===== src/hw/rtl/rhtt_pkg.sv =====
// Shared types, codes and sizes for the rectangle hit test table.
`timescale 1ns / 1ps
package rhtt_pkg;

   localparam int TABLE_DEPTH = 64;
   localparam int IDX_W       = $clog2(TABLE_DEPTH);
   localparam int CNT_W       = $clog2(TABLE_DEPTH + 1);
   localparam int CSR_ADDR_W  = 3;

   // register index of the frozen bit, taken from paddr[CSR_ADDR_W-1:2]
   localparam logic [CSR_ADDR_W-3:0] REG_FROZEN = '0;

   typedef enum logic [1:0] {
      CMD_CLEAR  = 2'd0,
      CMD_ADD    = 2'd1,
      CMD_REMOVE = 2'd2,
      CMD_HIT    = 2'd3
   } cmd_type;

   localparam logic [2:0] ST_OK         = 3'd0;
   localparam logic [2:0] ST_EMPTY_RECT = 3'd1;
   localparam logic [2:0] ST_FULL       = 3'd2;
   localparam logic [2:0] ST_MISS       = 3'd3;
   localparam logic [2:0] ST_FROZEN     = 3'd4;

   typedef enum logic [1:0] {
      SEQ_IDLE,
      SEQ_REMOVE,
      SEQ_SEARCH
   } seq_state_type;

   typedef struct packed {
      logic [7:0]         kind;
      logic [15:0]        x;
      logic [15:0]        y;
      logic [15:0]        w;
      logic [15:0]        h;
      logic signed [31:0] payload;
   } entry_type;

   typedef struct packed {
      logic             rd_en;
      logic [IDX_W-1:0] rd_addr;
      logic             wr_en;
      logic [IDX_W-1:0] wr_addr;
      entry_type        wr_data;
   } ram_req_type;

endpackage


===== src/hw/rtl/rhtt_ctrl.sv =====
// Command sequencer with the shared entry compare unit and the result registers.
`timescale 1ns / 1ps
module rhtt_ctrl
   import rhtt_pkg::*;
(
   input  logic               clock,
   input  logic               reset,
   input  logic               start,
   output logic               busy,
   input  logic [1:0]         req_command,
   input  logic [7:0]         req_entry_kind,
   input  logic [15:0]        req_rect_x,
   input  logic [15:0]        req_rect_y,
   input  logic [15:0]        req_rect_w,
   input  logic [15:0]        req_rect_h,
   input  logic signed [31:0] req_entry_payload,
   input  logic [15:0]        req_point_x,
   input  logic [15:0]        req_point_y,
   input  logic               frozen,
   output ram_req_type        ram_req,
   input  entry_type          ram_rd_data,
   output logic               rsp_valid,
   output logic [2:0]         rsp_status,
   output logic               rsp_hit_found,
   output entry_type          rsp_entry,
   output logic [CNT_W-1:0]   rsp_entry_count,
   output logic [31:0]        rsp_empty_query_total,
   output logic               rsp_full_warning
);

   seq_state_type    state_ff, state_in;
   logic [CNT_W-1:0] fill_ff, fill_in;
   logic [CNT_W-1:0] scan_ff, scan_in;
   logic [CNT_W-1:0] wr_ff, wr_in;
   logic             pend_ff, pend_in;
   logic [31:0]      empty_total_ff, empty_total_in;
   logic             warned_ff, warned_in;
   logic [7:0]       kind_ff, kind_in;
   logic [15:0]      px_ff, px_in;
   logic [15:0]      py_ff, py_in;
   logic             rsp_valid_ff, rsp_valid_in;
   logic [2:0]       rsp_status_ff, rsp_status_in;
   logic             rsp_found_ff, rsp_found_in;
   entry_type        rsp_entry_ff, rsp_entry_in;
   logic             rsp_warn_ff, rsp_warn_in;

   logic [16:0]      right_edge;
   logic [16:0]      bottom_edge;
   logic             point_inside;
   logic             issue;
   logic [CNT_W-1:0] scan_dec;
   cmd_type          cmd;

   // shared compare unit: edges at 17 bits so nothing wraps
   always_comb begin
      right_edge   = {1'b0, ram_rd_data.x} + {1'b0, ram_rd_data.w};
      bottom_edge  = {1'b0, ram_rd_data.y} + {1'b0, ram_rd_data.h};
      point_inside = (px_ff >= ram_rd_data.x) && ({1'b0, px_ff} < right_edge) &&
                     (py_ff >= ram_rd_data.y) && ({1'b0, py_ff} < bottom_edge);
   end

   assign cmd      = cmd_type'(req_command);
   assign scan_dec = scan_ff - CNT_W'(1);

   always_ff @(posedge clock) begin
      if (reset) begin
         state_ff       <= SEQ_IDLE;
         fill_ff        <= '0;
         empty_total_ff <= '0;
         warned_ff      <= 1'b0;
         pend_ff        <= 1'b0;
         rsp_valid_ff   <= 1'b0;
      end else begin
         state_ff       <= state_in;
         fill_ff        <= fill_in;
         empty_total_ff <= empty_total_in;
         warned_ff      <= warned_in;
         pend_ff        <= pend_in;
         rsp_valid_ff   <= rsp_valid_in;
      end
   end

   always_ff @(posedge clock) begin
      scan_ff       <= scan_in;
      wr_ff         <= wr_in;
      kind_ff       <= kind_in;
      px_ff         <= px_in;
      py_ff         <= py_in;
      rsp_status_ff <= rsp_status_in;
      rsp_found_ff  <= rsp_found_in;
      rsp_entry_ff  <= rsp_entry_in;
      rsp_warn_ff   <= rsp_warn_in;
   end

   always_comb begin
      state_in       = state_ff;
      fill_in        = fill_ff;
      scan_in        = scan_ff;
      wr_in          = wr_ff;
      pend_in        = 1'b0;
      empty_total_in = empty_total_ff;
      warned_in      = warned_ff;
      kind_in        = kind_ff;
      px_in          = px_ff;
      py_in          = py_ff;
      rsp_valid_in   = 1'b0;
      rsp_status_in  = ST_OK;
      rsp_found_in   = 1'b0;
      rsp_entry_in   = '0;
      rsp_warn_in    = 1'b0;
      ram_req        = '0;
      issue          = 1'b0;

      unique case (state_ff)
         SEQ_IDLE: begin
            if (start) begin
               kind_in = req_entry_kind;
               px_in   = req_point_x;
               py_in   = req_point_y;
               unique case (cmd)
                  CMD_CLEAR: begin
                     fill_in      = '0;
                     warned_in    = 1'b0;
                     rsp_valid_in = 1'b1;
                  end
                  CMD_ADD: begin
                     rsp_valid_in = 1'b1;
                     if (req_rect_w == '0 || req_rect_h == '0) begin
                        rsp_status_in = ST_EMPTY_RECT;
                     end else if (fill_ff >= CNT_W'(TABLE_DEPTH)) begin
                        rsp_status_in = ST_FULL;
                        rsp_warn_in   = !warned_ff;
                        warned_in     = 1'b1;
                     end else begin
                        ram_req.wr_en           = 1'b1;
                        ram_req.wr_addr         = fill_ff[IDX_W-1:0];
                        ram_req.wr_data.kind    = req_entry_kind;
                        ram_req.wr_data.x       = req_rect_x;
                        ram_req.wr_data.y       = req_rect_y;
                        ram_req.wr_data.w       = req_rect_w;
                        ram_req.wr_data.h       = req_rect_h;
                        ram_req.wr_data.payload = req_entry_payload;
                        fill_in                 = fill_ff + CNT_W'(1);
                     end
                  end
                  CMD_REMOVE: begin
                     if (fill_ff == '0) begin
                        rsp_valid_in = 1'b1;
                     end else begin
                        state_in = SEQ_REMOVE;
                        scan_in  = '0;
                        wr_in    = '0;
                     end
                  end
                  CMD_HIT: begin
                     if (frozen) begin
                        rsp_valid_in  = 1'b1;
                        rsp_status_in = ST_FROZEN;
                     end else if (fill_ff == '0) begin
                        rsp_valid_in   = 1'b1;
                        rsp_status_in  = ST_MISS;
                        empty_total_in = empty_total_ff + 32'd1;
                     end else begin
                        state_in = SEQ_SEARCH;
                        scan_in  = fill_ff;
                     end
                  end
                  default: ;
               endcase
            end
         end

         SEQ_REMOVE: begin
            // read oldest first, write survivors back at the compacted index
            issue = (scan_ff != fill_ff);
            if (issue) begin
               ram_req.rd_en   = 1'b1;
               ram_req.rd_addr = scan_ff[IDX_W-1:0];
               scan_in         = scan_ff + CNT_W'(1);
            end
            pend_in = issue;
            if (pend_ff && ram_rd_data.kind != kind_ff) begin
               ram_req.wr_en   = 1'b1;
               ram_req.wr_addr = wr_ff[IDX_W-1:0];
               ram_req.wr_data = ram_rd_data;
               wr_in           = wr_ff + CNT_W'(1);
            end
            if (!issue && !pend_ff) begin
               fill_in      = wr_ff;
               rsp_valid_in = 1'b1;
               state_in     = SEQ_IDLE;
            end
         end

         SEQ_SEARCH: begin
            // newest first; stop on the first entry that holds the point
            if (pend_ff && point_inside) begin
               rsp_valid_in = 1'b1;
               rsp_found_in = 1'b1;
               rsp_entry_in = ram_rd_data;
               state_in     = SEQ_IDLE;
            end else begin
               issue = (scan_ff != '0);
               if (issue) begin
                  ram_req.rd_en   = 1'b1;
                  ram_req.rd_addr = scan_dec[IDX_W-1:0];
                  scan_in         = scan_dec;
               end
               pend_in = issue;
               if (!issue && !pend_ff) begin
                  rsp_valid_in  = 1'b1;
                  rsp_status_in = ST_MISS;
                  state_in      = SEQ_IDLE;
               end
            end
         end

         default: begin
            state_in = SEQ_IDLE;
         end
      endcase
   end

   assign busy                  = (state_ff != SEQ_IDLE);
   assign rsp_valid             = rsp_valid_ff;
   assign rsp_status            = rsp_status_ff;
   assign rsp_hit_found         = rsp_found_ff;
   assign rsp_entry             = rsp_entry_ff;
   assign rsp_entry_count       = fill_ff;
   assign rsp_empty_query_total = empty_total_ff;
   assign rsp_full_warning      = rsp_warn_ff;

endmodule


===== config.mk =====
export PLATFORM = sky130hd
export DESIGN_NAME = rhtt_ctrl
export DESIGN_NICKNAME = d
export VERILOG_FILES = /design/src/hw/rtl/rhtt_pkg.sv /design/src/hw/rtl/rhtt_ctrl.sv
export SDC_FILE = /design/constraint.sdc
export NUM_CORES = 1
export LEC_CHECK = 0
export ABC_AREA = 1
export BUFFER_PORTS_ARGS = -buffer_cell sky130_fd_sc_hd__buf_2
export CAP_MARGIN = 0
export CORE_ASPECT_RATIO = 1.2
export CORE_UTILIZATION = 26
export DETAILED_ROUTE_END_ITERATION = 7
export PLACE_DENSITY = 0.48
export SLEW_MARGIN = 0
export SYNTH_ARGS = -nofsm -noshare
export SYNTH_HDL_FRONTEND = slang
export SYNTH_SLANG_ARGS = --single-unit

===== constraint.sdc =====
create_clock -name clock -period 2.9 [get_ports clock]
set_input_delay 0.145 -clock clock [delete_from_list [all_inputs] [get_ports clock]]
set_output_delay 0.145 -clock clock [all_outputs]
set_load 0.03 [all_outputs]

After elaboration in Yosys (flattened, before gate mapping). Cells that the tools add are included. W data, S select, Z words.

Input port bits: 246. Register bits after elaboration: 207.

Eq/ne operators: 25. Order comparisons: 5. Add/sub/neg operators: 7. Muxes and demuxes: 61. Bitwise logic cells: 5. Reductions and logical operators: 32.

Operator list (count): $mux W111 (5); $pmux W111 S2 (1); $mux W7 (17); $pmux W7 S2 (5); $add A16 B16 Y17 (2); $lt A16 B17 Y1 (2); $add A32 B1 Y32 const B (1); $ge A16 B16 Y1 (2); $logic_not A16 Y1 (2); $mux W2 (12); $add A7 B1 Y7 const B (3); $pmux W7 S3 (1); $ne A2 B2 Y1 const B (9); $ne A3 B3 Y1 const B (6); $reduce_and A5 Y1 (3); $pmux W3 S2 (2); $mux W1 (10); $reduce_and A9 Y1 (1); $ne A8 B8 Y1 (1); $ge A7 B7 Y1 const B (1); $logic_and A1 B1 Y1 (7); $logic_not A7 Y1 (1); $ne A7 B7 Y1 (1); $reduce_and A7 Y1 (1); 21 further kinds (39).

Longest topological paths before layout.
Word-level depth: 8. Depth in mapped cells: 25. Gate-level depth less buffers: 25.

Worst setup path after synthesis. No wires, ideal clock.

Path type: input-to-output. Start point: in ram_rd_data[34] (netlist bit). End point: out ram_req[112] (netlist bit). Path slack: -368 ps. Data arrival time: 3123 ps. Path buffers: 0. Data required time: 2755 ps. Stages on the path: 24. Cell sequence: ha_1 > a21oi_1 > o21ai_0 > nor2_1 > nor2_1 > o31ai_1 > o21ai_0 > a21oi_1 > xor2_1 > ha_1 > nand2_1 > nor2_1 > a211oi_1 > nand2_1 > nand2_1 > nand2_1 > nand2_1 > nand2_1 > nand2_1 > nand2_1 > nand2_1 > inv_1 > nand2_1 > a21oi_1.

RTL lines: start: declaration (RTL line rhtt_ctrl.sv:21) `input entry_type ram_rd_data,`; end: declaration (RTL line rhtt_ctrl.sv:20) `output ram_req_type ram_req,`.

==> results.md <==
* Input/output buffers at 513
* Worst vdd ir at 0.000353 V
* Layout cells sized above 1 at 35.1%
* Initial antenna violation count at 3
* Synthesized instance count at 1,631
* WP data required at 2.76 ns
* Clock power share at 27.6%
* Max Clock Freq at 305 MHz
* Syn_area_per_cell at 7.59 µm²
* Final period util at 113%
* Drt drc at 0
* Element type at the critical path start: input pin
* Die width at 201 µm
* Synth warn at 0
* Core area at 47,000 µm²
* Starting DRT DRC Count at 640
* Net Switching at 4400 µW
* Die height at 241 µm
* Detail Placement HPWL at 42.8 mm
* All-Layer GR Usage at 22.2%
* Total Wirelength at 56.7 mm
* Slowest CP cell: fa_2
* Vias in the first global route at 13,900
* Setup TNS at -3.40 ns
* Final Critical Period at 3.28 ns
* CP arrival at 3.14 ns
* Post-layout nets at 2,750
* Post-route ant nets at 0
* Sw frac at 39.4%
* MaxCap Viol Count at 0
* Leakage Power at 0.00968 µW
* Clock H-tree levels at 1
* CTS buffer count at 25
* Drt pass-1 iters at 6
* Gate power share at 39.8%
* Reg clk slew, reported paths at 0.06 ns
* Starting Density at 26.3%
* GP Congestion at 0.945
* Internal Pwr Total at 6780 µW
* Tightest Hold Check Type: in -> reg
* Sequential share of the synthesized area at 37.8%
* Seq pwr share at 32.6%
* Clock latency on the worst-skew pair at 0.55 ns
* GRT overflow at 0
* Final hold vios at 0
* CTS tree: done
* RSZ-0062 raised after global routing: true
* Row cnt at 87
* Power Dens Cells at 569 nW/µm²
* DR vias/cell at 4.70
* Most used cell, CP: nand2_1
* Worst setup EP type: primary output
* First-pass GRT wire length at 82.7 mm
* Area delta synth->final at 58.9%
* DIE AREA at 48,500 µm²
* Yosys reg bits at 207
* Slew Limit Fails at 0
* Dpl cell area at 16,500 µm²
* Clk Tree Root Cell: clkbuf_16
* Fillers at 4,899
* CTS sink cnt at 207
* Final instance area at 19,700 µm²
* Layout Utilization at 41.8%
* Pin slew with the least headroom to its limit at 1.01 ns
* Post-route setup slack at -0.382 ns
* Net Count, Synth at 1,984
* IO Count at 514
* Post-synth EDFFs at 54
* Failing checks: setup timing
* Normalized max-slew margin at 32.7%
* Synth unique cells at 52
* Largest net degree at the start of global routing at 47
* Setup Crit Path Kind: in -> out
* Worst-path fanout max at 4
* Clock Skews at 0.0262 ns
* Post-Syn Area at 12,400 µm²
* DR vias at 14,300
* Max clock buf depth at 3
* Avg WL per Cell at 18.6 µm
* Worst stage delay on the critical path at 0.37 ns
* Status: complete, but fails checks
* Most used DFF post-synth: dfxtp_1
* Post-synth ARST share at 0%
* Final setup viols at 33
final cells by class:
cell class	count	area (µm²)	area share [%]
Antenna cell	2	5.00	0.0255
Clock buffer	34	699	3.56
Clock inverter	12	87.6	0.445
Inverter	229	860	4.37
Multi-Input combinational cell	1136	7020	35.7
Sequential cell	207	4680	23.8
Tap cell	623	779	3.96
Timing Repair Buffer	798	5530	28.1
cell usage after synthesis (6+ instances only):
cell type / count / area share [%]
a21oi_1: 112 / 4.5
buf_2: 12 / 0.49
clkbuf_1: 37 / 1.1
dfxtp_1: 153 / 25
edfxtp_1: 54 / 13
ha_1: 105 / 11
inv_1: 224 / 6.8
nand2_1: 232 / 7.0
nand3_1: 152 / 6.1
nand4_1: 14 / 0.71
nor2_1: 148 / 4.5
nor2_2: 32 / 1.6
nor2_4: 11 / 1.0
nor3_1: 30 / 1.2
nor4_1: 21 / 1.1
o21a_1: 6 / 0.36
o21ai_0: 156 / 6.3
o22ai_1: 11 / 0.56
xnor2_1: 16 / 1.1
xor2_1: 39 / 2.8
per-stage QoR:
stage          hold WS, ns  setup slack (ns)  cells  total power (µW)
6_report            0.0237            -0.382   3041             11200
2_1_floorplan        0.244            -0.124   1631              6120
4_1_cts            0.00228            -0.479   3030             11200
5_1_grt             0.0290            -0.611   3041             11800
3_5_place_dp         0.324            -0.728   2822              7710
3_3_place_gp         0.324            -0.709   2822              7680
flip-flops by register name, summed over array words and instances (netlist names), 3 cells and up:
register and count:
rsp_entry_count 7, py_ff 16, px_ff 16, scan_ff 7, rsp_empty_query_total 32, kind_ff 8
rsp_entry 104, rsp_status 3, wr_ff 7
timing repair:
action                                  in CTS  in global routing
cloned                                       7                  2
hold buffers                               139                  0
endpoints found under the setup margin      91                133
pin swaps                                   27                 30
gates resized for setup                     67                 61
buffers inserted                            16                  7
endpoints found under the hold margin      139                  0
metal layers:
layer  track usage, %  part of all wire [%]  vias up
li1                 -                     -     6990
met1             26.6                    41     6729
met2             41.2                    51      484
met3             2.96                   5.3       78
met4             6.52                   2.9        0
met5                0                     0        -
power by group through the flow:
stage	clock network, µW	logic [µW]	registers [µW]
finish	3080	4450	3650
global route	3280	4880	3680
CTS	3200	4350	3650
detailed placement	0	4010	3700
global placement	0	3980	3700
floorplan	0	2470	3660
layout by cell type (no fill, tap or decap), types with 4 or more instances in the layout:
master	count
clkinv_1	5
nor2_1	118
edfxtp_1	54
dlygate4sd3_1	139
xnor2_1	14
clkbuf_16	27
o22ai_1	11
nand3_2	5
nand2_1	220
nor3_2	4
clkinv_2	4
o21a_1	4
ha_1	96
ha_4	7
buf_6	13
buf_2	500
o21ai_2	4
nand4_1	14
nand2_2	9
a21oi_4	5
xor2_1	39
buf_16	6
inv_2	9
nor4_1	20
a21oi_2	6
nor2_2	56
buf_12	13
clkbuf_1	5
nand2_4	4
nor2_4	18
a21oi_1	101
clkbuf_8	4
dfxtp_1	153
nor3_1	27
inv_1	219
nand3_1	148
buf_4	120
o21ai_0	153
path summary, 6_finish.rpt:
| kind | cells after the start | end | startpoint | slack [ns] |
|---|---|---|---|---|
| worst max-delay path | 25 | ram_req[116] | ram_rd_data[32] | -0.38 |
| worst min-delay path | 2 | pend_ff$_SDFF_PP0_ | reset | 0.02 |
| worst max register to register | 16 | rsp_entry[36]$_SDFF_PN0_ | px_ff[15]$_DFFE_PP_ | 0.05 |
| worst min register to register | 1 | rsp_full_warning$_SDFF_PP0_ | warned_ff$_SDFFE_PP0P_ | 0.41 |
critical path: cells and delay by family:
family / cells / cell delay, ns
buf+inv: 3 / 0.26
simple gates: 12 / 0.86
compound gates: 6 / 0.98
xor+xnor: 1 / 0.08
fa+ha+maj: 3 / 0.82
cell families after synthesis:
family / share of synthesized area, %
buf+inv: 9.25
flops: 37.8
simple gates: 24.0
compound gates: 14.0
fa+ha+maj: 10.9
xor+xnor: 3.89
(Power assumes the default switching activity.)
